**src/hdl/wlan_rx_header_parse_fcs_check_assert.svh**
```systemverilog
// ---------------------------------------------------------------------------
// WLAN receive parser assertion macros
// Shorthand for clocked implication checks with a synchronous reset guard.
// ---------------------------------------------------------------------------
`ifndef WLAN_RX_HEADER_PARSE_FCS_CHECK_ASSERT_SVH
`define WLAN_RX_HEADER_PARSE_FCS_CHECK_ASSERT_SVH

// Same-cycle implication: when ante holds, cons must hold.
`define WLRX_ASSERT_NOW(label, clk, rstn, ante, cons, msg) \
    label: assert property (@(posedge clk) disable iff (!(rstn)) (ante) |-> (cons)) \
        else $error(msg);

// Next-cycle implication: when ante holds, cons must hold in the next cycle.
`define WLRX_ASSERT_NEXT(label, clk, rstn, ante, cons, msg) \
    label: assert property (@(posedge clk) disable iff (!(rstn)) (ante) |=> (cons)) \
        else $error(msg);

`endif

```
**src/hdl/wlrx_pkg.sv**
```systemverilog
// ---------------------------------------------------------------------------
// WLAN receive parser package
// Types, header offsets, frame codes and the byte-wide CRC-32 update.
// ---------------------------------------------------------------------------
package wlrx_pkg;

    localparam int CNT_W           = 13;
    localparam int MAX_FRAME_BYTES = 8191;

    localparam logic [CNT_W-1:0] MAX_COUNT     = CNT_W'(MAX_FRAME_BYTES);
    localparam logic [CNT_W-1:0] FCS_BYTES     = CNT_W'(4);
    localparam logic [CNT_W-1:0] SEQ_OFS       = CNT_W'(22);
    localparam logic [CNT_W-1:0] QOS_OFS       = CNT_W'(24);
    localparam logic [CNT_W-1:0] QOS_OFS_4ADDR = CNT_W'(30);

    localparam logic [1:0] TYPE_CTRL = 2'd1;
    localparam logic [1:0] TYPE_DATA = 2'd2;
    localparam logic [3:0] SUBTYPE_QOS_DATA = 4'd8;

    localparam logic [31:0] CRC_POLY = 32'hEDB8_8320;
    localparam logic [31:0] CRC_INIT = 32'hFFFF_FFFF;

    typedef struct packed {
        logic       last_byte;
        logic [7:0] frame_byte;
    } in_word_t;

    typedef struct packed {
        logic             fcs_ok;
        logic [1:0]       frame_type;
        logic [3:0]       frame_subtype;
        logic [7:0]       flag_bits;
        logic [15:0]      duration_id;
        logic [11:0]      seq_num;
        logic [3:0]       frag_num;
        logic             qos_present;
        logic [3:0]       qos_tid;
        logic [1:0]       qos_ack_policy;
        logic [CNT_W-1:0] frame_length;
    } result_t;

    // Reflected CRC-32, one byte per call (eight bit steps, pure XOR logic).
    function automatic logic [31:0] crc_byte(input logic [31:0] crc, input logic [7:0] b);
        logic [31:0] c;
        c = crc ^ {24'h0, b};
        for (int k = 0; k < 8; k++) begin
            c = c[0] ? ((c >> 1) ^ CRC_POLY) : (c >> 1);
        end
        return c;
    endfunction

endpackage

```
**src/hdl/wlrx_in_stage.sv**
```systemverilog
// ---------------------------------------------------------------------------
// WLAN receive parser input register
// Holds one received word; refills in the cycle the core takes the old one.
// ---------------------------------------------------------------------------
module wlrx_in_stage (
    input  logic               aclk,
    input  logic               aresetn,
    input  logic               s_tvalid,
    output logic               s_tready,
    input  wlrx_pkg::in_word_t s_word,
    output logic               word_valid,
    output wlrx_pkg::in_word_t word,
    input  logic               word_take
);
    import wlrx_pkg::*;

    logic     valid_reg;
    logic     valid_next;
    in_word_t word_reg;

    assign s_tready   = !valid_reg || word_take;
    assign valid_next = (s_tvalid && s_tready) || (valid_reg && !word_take);

    always_ff @(posedge aclk) begin
        if (!aresetn) begin
            valid_reg <= 1'b0;
        end else begin
            valid_reg <= valid_next;
        end
    end

    always_ff @(posedge aclk) begin
        if (s_tvalid && s_tready) begin
            word_reg <= s_word;
        end
    end

    assign word_valid = valid_reg;
    assign word       = word_reg;

endmodule

```
**src/hdl/wlrx_core.sv**
```systemverilog
// ---------------------------------------------------------------------------
// WLAN receive parser frame core
// Per-byte CRC update, FCS delay line, header capture and frame summary.
// ---------------------------------------------------------------------------
module wlrx_core (
    input  logic               aclk,
    input  logic               aresetn,
    input  logic               word_valid,
    input  wlrx_pkg::in_word_t word,
    output logic               word_take,
    input  logic               res_ready,
    output logic               res_valid,
    output wlrx_pkg::result_t  res
);
    import wlrx_pkg::*;

    logic [CNT_W-1:0] byte_count_reg, byte_count_next;
    logic [31:0]      crc_reg, crc_next;
    logic [31:0]      tail_reg, tail_next;
    logic [15:0]      ctrl_reg, ctrl_next;
    logic [15:0]      dur_reg, dur_next;
    logic [15:0]      seqctl_reg, seqctl_next;
    logic [15:0]      qosctl_reg, qosctl_next;

    logic [CNT_W-1:0] idx;
    logic [CNT_W-1:0] count_upd;
    logic [CNT_W-1:0] qos_ofs;
    logic [31:0]      crc_upd;
    logic [31:0]      tail_upd;
    logic [15:0]      ctrl_upd, dur_upd, seqctl_upd, qosctl_upd;
    logic [7:0]       b;
    logic             fcs_ok;
    logic             is_qos;

    // Non-last bytes never produce a result, so only the last byte waits.
    assign word_take = word_valid && (!word.last_byte || res_ready);
    assign res_valid = word_take && word.last_byte;
    assign b         = word.frame_byte;
    assign idx       = byte_count_reg;

    always_comb begin
        crc_upd  = (idx >= FCS_BYTES) ? crc_byte(crc_reg, tail_reg[7:0]) : crc_reg;
        tail_upd = {b, tail_reg[31:8]};

        ctrl_upd   = ctrl_reg;
        dur_upd    = dur_reg;
        seqctl_upd = seqctl_reg;
        qosctl_upd = qosctl_reg;
        if (idx == CNT_W'(0)) ctrl_upd[7:0]  = b;
        if (idx == CNT_W'(1)) ctrl_upd[15:8] = b;
        if (idx == CNT_W'(2)) dur_upd[7:0]   = b;
        if (idx == CNT_W'(3)) dur_upd[15:8]  = b;
        if (idx == SEQ_OFS)            seqctl_upd[7:0]  = b;
        if (idx == SEQ_OFS + CNT_W'(1)) seqctl_upd[15:8] = b;

        // Four-address frames push the QoS field out by one address.
        qos_ofs = (ctrl_upd[9:8] == 2'b11) ? QOS_OFS_4ADDR : QOS_OFS;
        if (idx == qos_ofs)             qosctl_upd[7:0]  = b;
        if (idx == qos_ofs + CNT_W'(1)) qosctl_upd[15:8] = b;

        count_upd = (byte_count_reg != MAX_COUNT) ? byte_count_reg + CNT_W'(1)
                                                  : byte_count_reg;

        fcs_ok = (count_upd >= FCS_BYTES) && ((crc_upd ^ CRC_INIT) == tail_upd);
        is_qos = (ctrl_upd[3:2] == TYPE_DATA) && (ctrl_upd[7:4] == SUBTYPE_QOS_DATA)
                 && (count_upd >= qos_ofs + CNT_W'(2));

        res                = '0;
        res.fcs_ok         = fcs_ok;
        res.frame_length   = count_upd;
        if (fcs_ok) begin
            res.frame_type    = ctrl_upd[3:2];
            res.frame_subtype = ctrl_upd[7:4];
            res.flag_bits     = ctrl_upd[15:8];
            res.duration_id   = dur_upd;
            if (ctrl_upd[3:2] != TYPE_CTRL) begin
                res.seq_num  = seqctl_upd[15:4];
                res.frag_num = seqctl_upd[3:0];
            end
            if (is_qos) begin
                res.qos_present    = 1'b1;
                res.qos_tid        = qosctl_upd[3:0];
                res.qos_ack_policy = qosctl_upd[6:5];
            end
        end

        // Hold when idle, advance on a byte, restart after the last byte.
        byte_count_next = byte_count_reg;
        crc_next        = crc_reg;
        tail_next       = tail_reg;
        ctrl_next       = ctrl_reg;
        dur_next        = dur_reg;
        seqctl_next     = seqctl_reg;
        qosctl_next     = qosctl_reg;
        if (word_take) begin
            if (word.last_byte) begin
                byte_count_next = '0;
                crc_next        = CRC_INIT;
                tail_next       = '0;
                ctrl_next       = '0;
                dur_next        = '0;
                seqctl_next     = '0;
                qosctl_next     = '0;
            end else begin
                byte_count_next = count_upd;
                crc_next        = crc_upd;
                tail_next       = tail_upd;
                ctrl_next       = ctrl_upd;
                dur_next        = dur_upd;
                seqctl_next     = seqctl_upd;
                qosctl_next     = qosctl_upd;
            end
        end
    end

    always_ff @(posedge aclk) begin
        if (!aresetn) begin
            byte_count_reg <= '0;
            crc_reg        <= CRC_INIT;
            tail_reg       <= '0;
            ctrl_reg       <= '0;
            dur_reg        <= '0;
            seqctl_reg     <= '0;
            qosctl_reg     <= '0;
        end else begin
            byte_count_reg <= byte_count_next;
            crc_reg        <= crc_next;
            tail_reg       <= tail_next;
            ctrl_reg       <= ctrl_next;
            dur_reg        <= dur_next;
            seqctl_reg     <= seqctl_next;
            qosctl_reg     <= qosctl_next;
        end
    end

endmodule

```
**src/hdl/wlrx_out_stage.sv**
```systemverilog
// ---------------------------------------------------------------------------
// WLAN receive parser output register
// Holds one frame summary until the downstream side takes it.
// ---------------------------------------------------------------------------
module wlrx_out_stage (
    input  logic              aclk,
    input  logic              aresetn,
    input  logic              res_valid,
    output logic              res_ready,
    input  wlrx_pkg::result_t res,
    output logic              m_tvalid,
    input  logic              m_tready,
    output wlrx_pkg::result_t m_res
);
    import wlrx_pkg::*;

    logic    valid_reg;
    logic    valid_next;
    result_t res_reg;

    assign res_ready  = !valid_reg || m_tready;
    assign valid_next = (res_valid && res_ready) || (valid_reg && !m_tready);

    always_ff @(posedge aclk) begin
        if (!aresetn) begin
            valid_reg <= 1'b0;
        end else begin
            valid_reg <= valid_next;
        end
    end

    always_ff @(posedge aclk) begin
        if (res_valid && res_ready) begin
            res_reg <= res;
        end
    end

    assign m_tvalid = valid_reg;
    assign m_res    = res_reg;

endmodule

```
**src/hdl/wlan_rx_header_parse_fcs_check.sv**
```systemverilog
// ---------------------------------------------------------------------------
// WLAN receive header parser with FCS check
// Parses one 802.11 MPDU per frame, one byte per word, and reports a summary.
// ---------------------------------------------------------------------------
// Feed the MPDU one byte per word on the s_ side with s_tlast on the final
// FCS byte; one summary word leaves on the m_ side per frame. The block takes
// one byte every cycle: the byte-wide CRC-32 update plus header capture works
// on each byte while it sits in the input register, and the summary of a
// frame is registered in the output register, which drives m_tvalid.
// The per-cycle path is the eight-step CRC XOR network followed
// by the 32-bit FCS compare. s_tready drops only while a finished summary
// waits in the output register and the next last byte is already queued.
// A failed FCS (or a frame under four bytes) zeroes every summary field except
// fcs_ok and frame_length; frame_length saturates at 8191.
module wlan_rx_header_parse_fcs_check (
    input  logic        aclk,
    input  logic        aresetn,
    // Receive byte stream
    input  logic        s_tvalid,
    output logic        s_tready,
    input  logic [7:0]  s_tdata,   // [7:0] frame_byte
    input  logic        s_tlast,   // last_byte
    // Frame summary
    output logic        m_tvalid,
    input  logic        m_tready,
    // [1:0] frame_type, [5:2] frame_subtype, [13:6] flag_bits,
    // [29:14] duration_id, [41:30] seq_num, [45:42] frag_num,
    // [46] qos_present, [50:47] qos_tid, [52:51] qos_ack_policy,
    // [65:53] frame_length, [71:66] zero
    output logic [71:0] m_tdata,
    output logic        m_tuser    // [0] fcs_ok
);
    import wlrx_pkg::*;

    in_word_t s_word;
    in_word_t word;
    logic     word_valid;
    logic     word_take;
    logic     res_valid;
    logic     res_ready;
    result_t  res;
    result_t  m_res;

    assign s_word.frame_byte = s_tdata;
    assign s_word.last_byte  = s_tlast;

    // Register the incoming byte.
    wlrx_in_stage u_in (
        .aclk       (aclk),
        .aresetn    (aresetn),
        .s_tvalid   (s_tvalid),
        .s_tready   (s_tready),
        .s_word     (s_word),
        .word_valid (word_valid),
        .word       (word),
        .word_take  (word_take)
    );

    // CRC, FCS delay line, header capture and summary.
    wlrx_core u_core (
        .aclk       (aclk),
        .aresetn    (aresetn),
        .word_valid (word_valid),
        .word       (word),
        .word_take  (word_take),
        .res_ready  (res_ready),
        .res_valid  (res_valid),
        .res        (res)
    );

    // Hold the summary for the downstream side.
    wlrx_out_stage u_out (
        .aclk      (aclk),
        .aresetn   (aresetn),
        .res_valid (res_valid),
        .res_ready (res_ready),
        .res       (res),
        .m_tvalid  (m_tvalid),
        .m_tready  (m_tready),
        .m_res     (m_res)
    );

    // Pack the summary, first field in the lowest bits.
    assign m_tuser = m_res.fcs_ok;
    assign m_tdata = {6'h0,
                      m_res.frame_length,
                      m_res.qos_ack_policy,
                      m_res.qos_tid,
                      m_res.qos_present,
                      m_res.frag_num,
                      m_res.seq_num,
                      m_res.duration_id,
                      m_res.flag_bits,
                      m_res.frame_subtype,
                      m_res.frame_type};

`include "wlan_rx_header_parse_fcs_check_assert.svh"

    // A failed check must blank every header field.
    `WLRX_ASSERT_NOW(a_bad_fcs_blank, aclk, aresetn,
                     m_tvalid && !m_tuser, m_tdata[52:0] == 53'h0,
                     "header fields set on failed FCS")

    // A good FCS needs at least the four FCS bytes.
    `WLRX_ASSERT_NOW(a_ok_min_len, aclk, aresetn,
                     m_tvalid && m_tuser, m_res.frame_length >= FCS_BYTES,
                     "FCS reported good on a frame under four bytes")

    // QoS fields only come from QoS data frames.
    `WLRX_ASSERT_NOW(a_qos_kind, aclk, aresetn,
                     m_tvalid && m_res.qos_present,
                     (m_res.frame_type == TYPE_DATA) &&
                     (m_res.frame_subtype == SUBTYPE_QOS_DATA),
                     "QoS fields on a non-QoS-data frame")

    // A summary taken from the core appears on the output next cycle.
    `WLRX_ASSERT_NEXT(a_res_lands, aclk, aresetn,
                      res_valid && res_ready, m_tvalid,
                      "summary lost between core and output register")

endmodule
```
**config.mk**
```make
export PLATFORM = sky130hd
export DESIGN_NAME = wlan_rx_header_parse_fcs_check
export DESIGN_NICKNAME = d
export VERILOG_FILES = /design/src/hdl/wlrx_pkg.sv /design/src/hdl/wlrx_in_stage.sv /design/src/hdl/wlrx_core.sv /design/src/hdl/wlrx_out_stage.sv /design/src/hdl/wlan_rx_header_parse_fcs_check.sv
export VERILOG_INCLUDE_DIRS = /design/src /design/src/hdl
export SDC_FILE = /design/constraint.sdc
export NUM_CORES = 1
export LEC_CHECK = 0
export ABC_AREA = 1
export BUFFER_PORTS_ARGS = -buffer_cell sky130_fd_sc_hd__buf_2
export CAP_MARGIN = 15
export CORE_MARGIN = 2
export CORE_UTILIZATION = 45
export DETAILED_ROUTE_END_ITERATION = 10
export SYNTH_ARGS = -nofsm -noshare
export SYNTH_HDL_FRONTEND = slang
export SYNTH_SLANG_ARGS = --single-unit
```
**constraint.sdc**
```tcl
create_clock -name aclk -period 2.9 [get_ports aclk]
set_input_delay 0.145 -clock aclk [delete_from_list [all_inputs] [get_ports aclk]]
set_output_delay 0.145 -clock aclk [all_outputs]
set_load 0.02 [all_outputs]
```
Yosys cells after proc, flatten, opt, wreduce, memory -nomap -nowiden

Index checks and enable logic that the tools add are counted.

Register bits after elaboration: 207
Input bits: 13
Output and inout bits: 75
Word-level logic and storage cells: 97

Add/sub/neg operators: 2
$lt $le $gt $ge: 3
Equal/unequal tests: 12
Muxes and demuxes: 26
Bitwise gates (word level): 10
Reductions and logical operators: 22

Operators with widths:

| cell                                                                | count |
|---|---|
| 2-to-1 mux 32 bit                                                   | 11 |
| NOT 13 -> 14 bit                                                    | 8 |
| 2-to-1 mux 16 bit                                                   | 3 |
| 2-to-1 mux 8 bit                                                    | 6 |
| equality test 32 bit                                                | 1 |
| NOT 32 bit                                                          | 1 |
| bitwise XOR 32 x 8 -> 32 bit                                        | 1 |
| equality test 13 x 2 -> 1 bit (second input constant)               | 2 |
| equality test 13 x 5 -> 1 bit (second input constant)               | 2 |
| greater-or-equal comparator 13 x 3 -> 1 bit (second input constant) | 2 |
| 2-to-1 mux 13 bit                                                   | 2 |
| 2-to-1 mux 7 bit                                                    | 3 |
| adder 13 x 1 -> 13 bit (second input constant)                      | 1 |
| adder 13 x 2 -> 13 bit (second input constant)                      | 1 |
| equality test 13 x 1 -> 1 bit (second input constant)               | 1 |
| equality test 13 bit                                                | 1 |
| greater-or-equal comparator 13 bit                                  | 1 |
| logical NOT 13 bit                                                  | 1 |
| inequality test 13 bit (second input constant)                      | 1 |
| logical AND 1 bit                                                   | 9 |
| logical NOT 1 bit                                                   | 5 |
| logical OR 1 bit                                                    | 5 |
| equality test 2 bit (second input constant)                         | 2 |
| equality test 4 bit (second input constant)                         | 1 |
| 3 further kinds                                                     | 4 |

Logic depth before layout (Yosys ltp)

Gate-level depths: netlist (run 1).

Word-level depth: 22
Depth in mapped cells: 22
Depth with buffers taken out: 20

By module

A second synthesis (run 1) with hierarchy kept.

Cells, all modules: 1596
Area, all modules: 10998.0 um^2

By module, submodules not included:

| module                         | times used | cells an instance | area each (um^2) | seq. area each (um^2) |
|---|---|---|---|---|
| wlrx_core                      | 1          | 1499              | 8564.5           | 2582.5 |
| wlrx_out_stage                 | 1          | 74                | 2063.2           | 2031.9 |
| wlrx_in_stage                  | 1          | 16                | 321.6            | 290.3 |
| wlan_rx_header_parse_fcs_check | 1          | 7                 | 48.8             | 0.0 |

Worst setup path after synthesis (run 1)

No wires, ideal clock.

Path type: reg2reg
Start: reg u_out.valid_reg, in the netlist u_out.m_tvalid
End: reg u_out.res_reg (netlist bit u_out.m_res[0]), enable pin
Setup time: 0.422 ns
Arrival: 2.126 ns
Required time: 2.478 ns
Slack: 0.352 ns
Cell stages (with the launch flop): 8
Path buffers: 0
Clock period less this slack: 2.548 ns
Cells stage by stage: dfxtp_1 -> inv_1 -> nor2_1 -> nand2_1 -> nand2_1 -> inv_1 -> nand2_1 -> inv_1

Cells in the longest elaborated chain, start to end: 6

Ends and longest elaborated chain:

| element                  | RTL line             | source |
|---|---|---|
| start: declaration       | wlrx_out_stage.sv:17 | `logic valid_reg;` |
| start signal: assignment | wlrx_out_stage.sv:28 | `valid_reg <= valid_next;` |
| logical NOT 1 bit (*)    | wlrx_out_stage.sv:21 | `assign res_ready = !valid_reg \|\| m_tready;` |
| logical OR 1 bit (*)     | wlrx_out_stage.sv:21 |  |
| logical OR 1 bit         | wlrx_core.sv:36      | `assign word_take = word_valid && (!word.last_byte \|\| res_ready);` |
| logical AND 1 bit        | wlrx_core.sv:36      |  |
| logical AND 1 bit        | wlrx_core.sv:37      | `assign res_valid = word_take && word.last_byte;` |
| logical AND 1 bit (*)    | wlrx_out_stage.sv:33 | `if (res_valid && res_ready) begin` |
| end signal: assignment   | wlrx_out_stage.sv:34 | `res_reg <= res;` |
| end: declaration         | wlrx_out_stage.sv:19 | `result_t res_reg;` |

Every way passes the cells marked *; elsewhere a longest branch is shown, timed or not.
A chain may end at the register's enable or synchronous reset.

Worst setup path after layout (run 1)

Start: reg u_core.byte_count_reg[3]
End: reg u_out.res_reg (netlist bit u_out.m_res[46]), data pin

Cells in the longest elaborated chain, start to end: 5
Elaborated cells between the ends (all ways): 11
Those cells by class: 1 x add/sub; 2 x order compare; 3 x eq/ne; 3 x mux; 1 x bitwise; 1 x reduce/logical

Ends and longest elaborated chain:

| element                                                                        | RTL line         | source |
|---|---|---|
| start: declaration                                                             | wlrx_core.sv:17  | `logic [CNT_W-1:0] byte_count_reg, byte_count_next;` |
| start signal: assignment                                                       | wlrx_core.sv:126 | `byte_count_reg <= byte_count_next;` |
| parallel branches: the longest is 5 deep, another holds adder 13 x 1 -> 13 bit | --               |  |

Parallel ways; which one is timed is not known.

==> impl_metrics.env, run 1 <==
export IMPL_status="finished clean"
export IMPL_dpl_hpwl_mm=21.80
export IMPL_clockPowerShare_pct=43.0
export IMPL_power_density_nw_per_um2=526.3
export IMPL_leakagePower_nw=5.666
export IMPL_worstPathRequired_ns=3.29
export IMPL_num_nets_final=1664
export IMPL_grt_pass1_vias=9167
export IMPL_fin_setup_tns_ns=0
export IMPL_gr_usage_all_layers_pct=24.34
export IMPL_dp_slack_ns=0.01529
export IMPL_largest_register_ffs=67
export IMPL_grt_max_degree=145
export IMPL_crit_fanout=27
export IMPL_grt_overflow=0
export IMPL_h_tree_depth=1
export IMPL_end_kind="register"
export IMPL_synth_cell_types=37
export IMPL_yosysTopAreaCell="dfxtp_1"
export IMPL_postRouteAntennaNets=0
export IMPL_clock_sinks=207
export IMPL_finalPower_mw=6.853
export IMPL_worst_setup_path_start_kind="register"
export IMPL_clk_pin_slew_ns=0.06
export IMPL_timing_fmax_mhz=368.0
export IMPL_start_util_pct=45.99
export IMPL_io_buffers=81
export IMPL_async_flop_share_pct=0
export IMPL_drc_errors=0
export IMPL_yosysSeqAreaShare_pct=45.16
export IMPL_power_internal_mw=5.063
export IMPL_finalCritPeriodShare_pct=93.70
export IMPL_synth_common_cells="616 x nand2_1, 131 x dfxtp_1, 126 x a21oi_1, 126 x inv_1, 86 x nand3_1"
export IMPL_maxCapViolCount=0
export IMPL_drive_gt1_share_pct=16.41
export IMPL_rsz0062_at_grt="true"
export IMPL_clock_latency_ns=0.52
export IMPL_yosysWarnings=0
export IMPL_cts_tree="done"
export IMPL_dieWidth_um=159.4
export IMPL_syn_to_final_growth_pct=19.90
export IMPL_worst_pin_slew_ns=0.7054
export IMPL_synthesis_area_um2=10860
export IMPL_synth_ff_type="dfxtp_1"
export IMPL_setup_violations=0
export IMPL_core_area_um2=23610
export IMPL_skew_ns=0.008564
export IMPL_fin_crit_ns=2.717
export IMPL_cts_max_path_buffers=3
export IMPL_fp_dieH_um=159.4
export IMPL_wirelength_mm=31.77
export IMPL_synth_cells=1522
export IMPL_power_frac_comb_pct=11.5
export IMPL_routed_via_density=5.170
export IMPL_netSwitchingPower_mw=1.789
export IMPL_switching_share_pct=26.11
export IMPL_clockRootBuffer="clkbuf_16"
export IMPL_yosysMostFrequentCell="nand2_1"
export IMPL_crit_type="reg -> reg"
export IMPL_antenna_cells=0
export IMPL_synth_avg_cell_area_um2=7.136
export IMPL_drt_iter0_drc=797
export IMPL_drv_slew=0
export IMPL_cp_arrival_ns=3.11
export IMPL_grt_pass1_wl_mm=49.74
export IMPL_vias=10250
export IMPL_synth_top_area_share_pct=24.15
export IMPL_yosys_register_bits=207
export IMPL_worst_slack_ns=0.1826
export IMPL_ir_drop_mv=0.4402
export IMPL_holdCritPathClass="in -> reg"
export IMPL_relSlewSlack_pct=52.91
export IMPL_synthTopCellsByArea="dfxtp_1 24%, nand2_1 21%, edfxtp_1 21%"
export IMPL_finalHoldViolations=0
export IMPL_boundaryPins=88
export IMPL_wire_per_inst_um=16.02
export IMPL_synth_edff_count=76
export IMPL_cts_buffers=24
export IMPL_power_frac_seq_pct=45.5
export IMPL_antenna_found_initial=0
export IMPL_firstDrtPassIters=5
export IMPL_core_rowCount=56
export IMPL_die_area_um2=25390
export IMPL_routabilityCongestion=0.9569
[metrics by stage]
| step | instance area, um^2 | util, % | instances | hold WS (ns) |
|---|---|---|---|---|
| 2_1_floorplan | 10880 | - | 1527 | 0.2439 |
| 3_3_place_gp | 11840 | 50.16 | 1913 | 0.3229 |
| 3_5_place_dp | 11840 | 50.16 | 1913 | 0.3236 |
| 4_1_cts | 12740 | 53.97 | 1970 | 0.1335 |
| 5_1_grt | 13020 | 55.15 | 1983 | 0.1911 |
| 6_report | 13020 | 55.15 | 1983 | 0.1491 |
[power groups by stage]
stage	Combinational [mW]	Clock [mW]	Sequential, mW
after floorplan	0.483	0	3.19
after global placement	0.755	0	3.18
after detailed placement	0.756	0	3.18
after CTS	0.772	3.00	3.11
after global routing	0.883	3.12	3.12
final	0.791	2.95	3.12
[cell type report]
class	instances	area, um^2
fill	2282	10590
inverter	136	513.0
clock inverter	9	75.07
sequential	207	4916
clock buffer	35	693.2
timing repair buffer	160	1190
tap	319	399.1
multi-input combinational	1117	5235
[critical path: stages (launching register included)]
cell and delay, ns:
dfxtp_2 0.35, nor2_4 0.13, nand3_2 0.11, nor2_4 0.16, buf_12 0.15, buf_12 0.14, nand2_1 0.07, nand3_1 0.08
nand2_1 0.06, nor2_1 0.10, nand2_1 0.10, nor2_1 0.10, nand2_1 0.06, inv_1 0.09, nand2_1 0.08, nor2_2 0.11
nand2_1 0.10, nor2_4 0.13, buf_4 0.13, buf_12 0.14, and3_4 0.18
[routing by layer]
metal  vias up  track usage (%)  share of wire (%)
li1       5162                -                  -
met1      4724            34.01                 46
met2       295            37.73                 44
met3        72            3.699                6.0
met4         0            10.21                4.2
met5         -                0                  0
[path summary, 6_finish.rpt]
| path | from | end | slack, ns | depth (start not counted) |
|---|---|---|---|---|
| worst max-delay path | u_core.byte_count_reg[3] | u_out.m_res[46] | 0.18 | 20 |
| worst min-delay path | m_tready | u_core.qosctl_reg[0] | 0.15 | 6 |
| worst max register to register | u_core.byte_count_reg[3] | u_out.m_res[46] | 0.18 | 20 |
| worst min register to register | u_core.seqctl_reg[10] | u_core.seqctl_reg[10] | 0.46 | 2 |
[cells by family after synthesis]
| group | synth area share [%] |
|---|---|
| fa+ha+maj | 0.5760 |
| flops | 45.16 |
| compound gates | 10.84 |
| xor+xnor | 1.452 |
| buf+inv | 8.134 |
| other cells | 0.03453 |
| simple gates | 33.80 |
[placed cells by master, fill, tap and decap left out, types with 5 or more instances in the layout]
| master | netlist | final |
|---|---|---|
| dfxtp_1 | 131 | 122 |
| a21oi_1 | 126 | 125 |
| edfxtp_1 | 76 | 76 |
| o21ai_0 | 84 | 84 |
| nor2_1 | 52 | 44 |
| inv_1 | 126 | 125 |
| nand2_2 | 25 | 26 |
| buf_4 | 8 | 53 |
| xor2_1 | 16 | 16 |
| clkbuf_1 | 43 | 7 |
| nand3b_1 | 8 | 8 |
| nand2_1 | 616 | 607 |
| dlygate4sd3_1 | 0 | 13 |
| dfxtp_2 | 0 | 9 |
| nand3_1 | 86 | 85 |
| nor3_1 | 9 | 9 |
| nor2_2 | 6 | 10 |
| clkbuf_16 | 0 | 26 |
| nand4_1 | 7 | 7 |
| nand3_2 | 5 | 5 |
| buf_12 | 0 | 11 |
| buf_2 | 2 | 81 |
| nand2_4 | 3 | 11 |
| and3_1 | 28 | 27 |
| o211ai_1 | 12 | 12 |
| inv_2 | 10 | 10 |
| nor2_4 | 5 | 9 |
| clkinv_2 | 0 | 5 |
| conb_1 | 1 | 6 |
[what timing repair did]
| item | CTS | global route |
|---|---|---|
| endpoints found under the hold margin | 11 | 0 |
| setup endpoints to repair | 1 | 59 |
| hold buffers | 13 | 0 |
| gates cloned | 0 | 2 |
| pin swaps | 1 | 18 |
| setup buffers | 0 | 11 |
| gates resized for setup | 1 | 41 |
Power figures use the tool's default switching activity.
==> inputs of run 2 (changes only) <==
--- a/config.mk
+++ b/config.mk
@@ -7,11 +7,13 @@
 export NUM_CORES = 1
 export LEC_CHECK = 0
 export ABC_AREA = 1
+export ABC_CLOCK_PERIOD_IN_PS = 2900
 export BUFFER_PORTS_ARGS = -buffer_cell sky130_fd_sc_hd__buf_2
 export CAP_MARGIN = 15
 export CORE_MARGIN = 2
 export CORE_UTILIZATION = 45
 export DETAILED_ROUTE_END_ITERATION = 10
+export RECOVER_POWER = 50
 export SYNTH_ARGS = -nofsm -noshare
 export SYNTH_HDL_FRONTEND = slang
 export SYNTH_SLANG_ARGS = --single-unit
==> run 2 against run 1 <==
  * The flow now finishes with violations (capacitance limit, slew limit)
  * Sequential power barely moved
  * Power fell by 0.11%
  * Routed wire length is 0.52% higher
  * Final cell count is the same
  * Via count about the same
  * Combinational power fell by 1%
  * Fmax grew 0.25%
  * Setup slack improved by 0.0068 ns
  * First-iteration DRC count shrank 3.0%
  * Count of clock-buffer cells in the layout is the same
  * Non-clock buffer count is the same
  * Utilization shrank 0.55 points
==> impl_metrics.env, run 2 (synthesized netlist as in run 1, its figures left out) <==
export IMPL_largest_register_ffs=67
export IMPL_path_buf_inv=5
export IMPL_violations="capacitance limit, slew limit"
export IMPL_cpMostUsedCell="nand2_1"
export IMPL_slowest_stage="dfxtp_2"
export IMPL_cts_max_path_buffers=3
export IMPL_vias=10250
export IMPL_leakagePower_nw=5.436
export IMPL_wire_per_inst_um=16.10
export IMPL_h_tree_depth=1
export IMPL_drv_slew=33
export IMPL_r2r_start="u_core.byte_count_reg[3]"
export IMPL_antenna_found_initial=0
export IMPL_grt_pass1_vias=9167
export IMPL_setup_violations=0
export IMPL_fp_dieH_um=159.4
export IMPL_grt_overflow=0
export IMPL_rsz0062_at_grt="true"
export IMPL_end_kind="register"
export IMPL_postRouteAntennaNets=0
export IMPL_drc_errors=0
export IMPL_critical_path_startpoint="u_core.byte_count_reg[3]"
export IMPL_critPathTopFamily="simple AND/OR/NAND/NOR gates"
export IMPL_dpl_hpwl_mm=21.80
export IMPL_max_stage_delay_ns=0.35
export IMPL_worst_setup_path_start_kind="register"
export IMPL_maxCapViolCount=1
export IMPL_status="finished with violations"
export IMPL_clock_sinks=207
export IMPL_dieWidth_um=159.4
export IMPL_boundaryPins=88
export IMPL_core_rowCount=56
export IMPL_fillers=2327
export IMPL_ir_drop_mv=0.4408
export IMPL_crit_chain="nor2_4, nand3_2, nor2_4, buf_12, buf_12, nand2_1, nand3_1, nand2_1, nor2_1, nand2_1, nor2_1, nand2_1, inv_1, nand2_1, nor2_2, nand2_1, nor2_4, buf_4, buf_12, and3_4"
export IMPL_min_from="m_tready"
export IMPL_clk_pin_slew_ns=0.06
export IMPL_crit_type="reg -> reg"
export IMPL_num_nets_final=1664
export IMPL_relSlewSlack_pct=-10.06
export IMPL_clock_latency_ns=0.52
export IMPL_die_area_um2=25390
export IMPL_timing_fmax_mhz=368.9
export IMPL_dp_slack_ns=0.01529
export IMPL_crit_fanout=27
export IMPL_holdCritPathClass="in -> reg"
export IMPL_start_util_pct=45.99
export IMPL_drive_gt1_share_pct=11.78
export IMPL_fin_crit_ns=2.711
export IMPL_clockRootBuffer="clkbuf_16"
export IMPL_grt_pass1_wl_mm=49.74
export IMPL_final_cell_mix="607 x nand2_1, 127 x inv_1, 125 x a21oi_1"
export IMPL_cts_tree="done"
export IMPL_io_buffers=81
export IMPL_ff_latch_area_um2=4916
export IMPL_grt_max_degree=145
export IMPL_drt_iter0_drc=773
export IMPL_finalHoldViolations=0
export IMPL_placed_area_um2=11840
export IMPL_multi_input_area_um2=5233
export IMPL_skew_ns=0.009664
export IMPL_fin_setup_tns_ns=0
export IMPL_worst_pin_slew_ns=1.651
export IMPL_core_area_um2=23610
export IMPL_routabilityCongestion=0.9569
export IMPL_gr_usage_all_layers_pct=24.34
export IMPL_antenna_cells=0
export IMPL_worstPathRequired_ns=3.29
export IMPL_syn_to_final_growth_pct=18.70
export IMPL_cts_buffers=24
export IMPL_hold_ws_ns=0.1458
export IMPL_power_density_nw_per_um2=531.0
export IMPL_routed_via_density=5.167
export IMPL_stdcell_area_um2=12890
export IMPL_final_common_cell="nand2_1"
export IMPL_cp_arrival_ns=3.10
export IMPL_worst_slack_ns=0.1894
export IMPL_firstDrtPassIters=6
export IMPL_final_util_pct=54.59
export IMPL_finalCritPeriodShare_pct=93.47
export IMPL_wirelength_mm=31.93
[run 2: worst reg2reg max path: cells and delay by family, from the launching register on]
kind	cells	cell delay, ns
buf+inv	5	0.65
flops	1	0.35
simple gates	15	1.57
[run 2: worst paths after layout]
path | depth (start not counted) | slack [ns] | end
min reg2reg | 2 | 0.46 | u_core.seqctl_reg[7]
max reg2reg | 20 | 0.19 | u_out.m_res[46]
max | 20 | 0.19 | u_out.m_res[46]
min | 6 | 0.15 | u_core.qosctl_reg[0]
[run 2: final cells by class]
class	count	area share, %
clock inverters	9	0.5824
well taps	319	3.096
inverters	136	3.979
repair buffers	160	8.240
multi-input cells	1117	40.59
flip-flops and latches	207	38.13
clock buffers	35	5.377
[run 2: repair_timing]
action / in CTS / in global routing
setup buffers: 0 / 11
hold endpoints to repair: 11 / 0
pin swaps: 1 / 18
setup endpoints to repair: 1 / 59
gates resized for setup: 1 / 41
hold buffers: 13 / 0
gates cloned: 0 / 2
[run 2: through the flow]
step	std cells	total power [mW]
2_1_floorplan	1527	3.672
4_1_cts	1970	6.888
3_3_place_gp	1913	3.931
3_5_place_dp	1913	3.932
6_report	1983	6.845
5_1_grt	1983	7.110
[run 2: metal layers]
metal	wire length, um	vias up	share of wire [%]	track usage, %
li1	-	5151	-	-
met5	0	-	0	0
met3	2101	70	6.6	3.699
met4	1310	0	4.1	10.21
met1	14430	4687	45	34.01
met2	14090	339	44	37.73
[run 2: power breakdown]
part | total, mW | switching [mW] | leakage (nW) | internal, mW
combinational | 0.780 | 0.541 | 3.25 | 0.240
sequential | 3.12 | 0.0489 | 1.81 | 3.07
clock | 2.95 | 1.20 | 0.378 | 1.75
total | 6.85 | 1.79 | 5.44 | 5.05
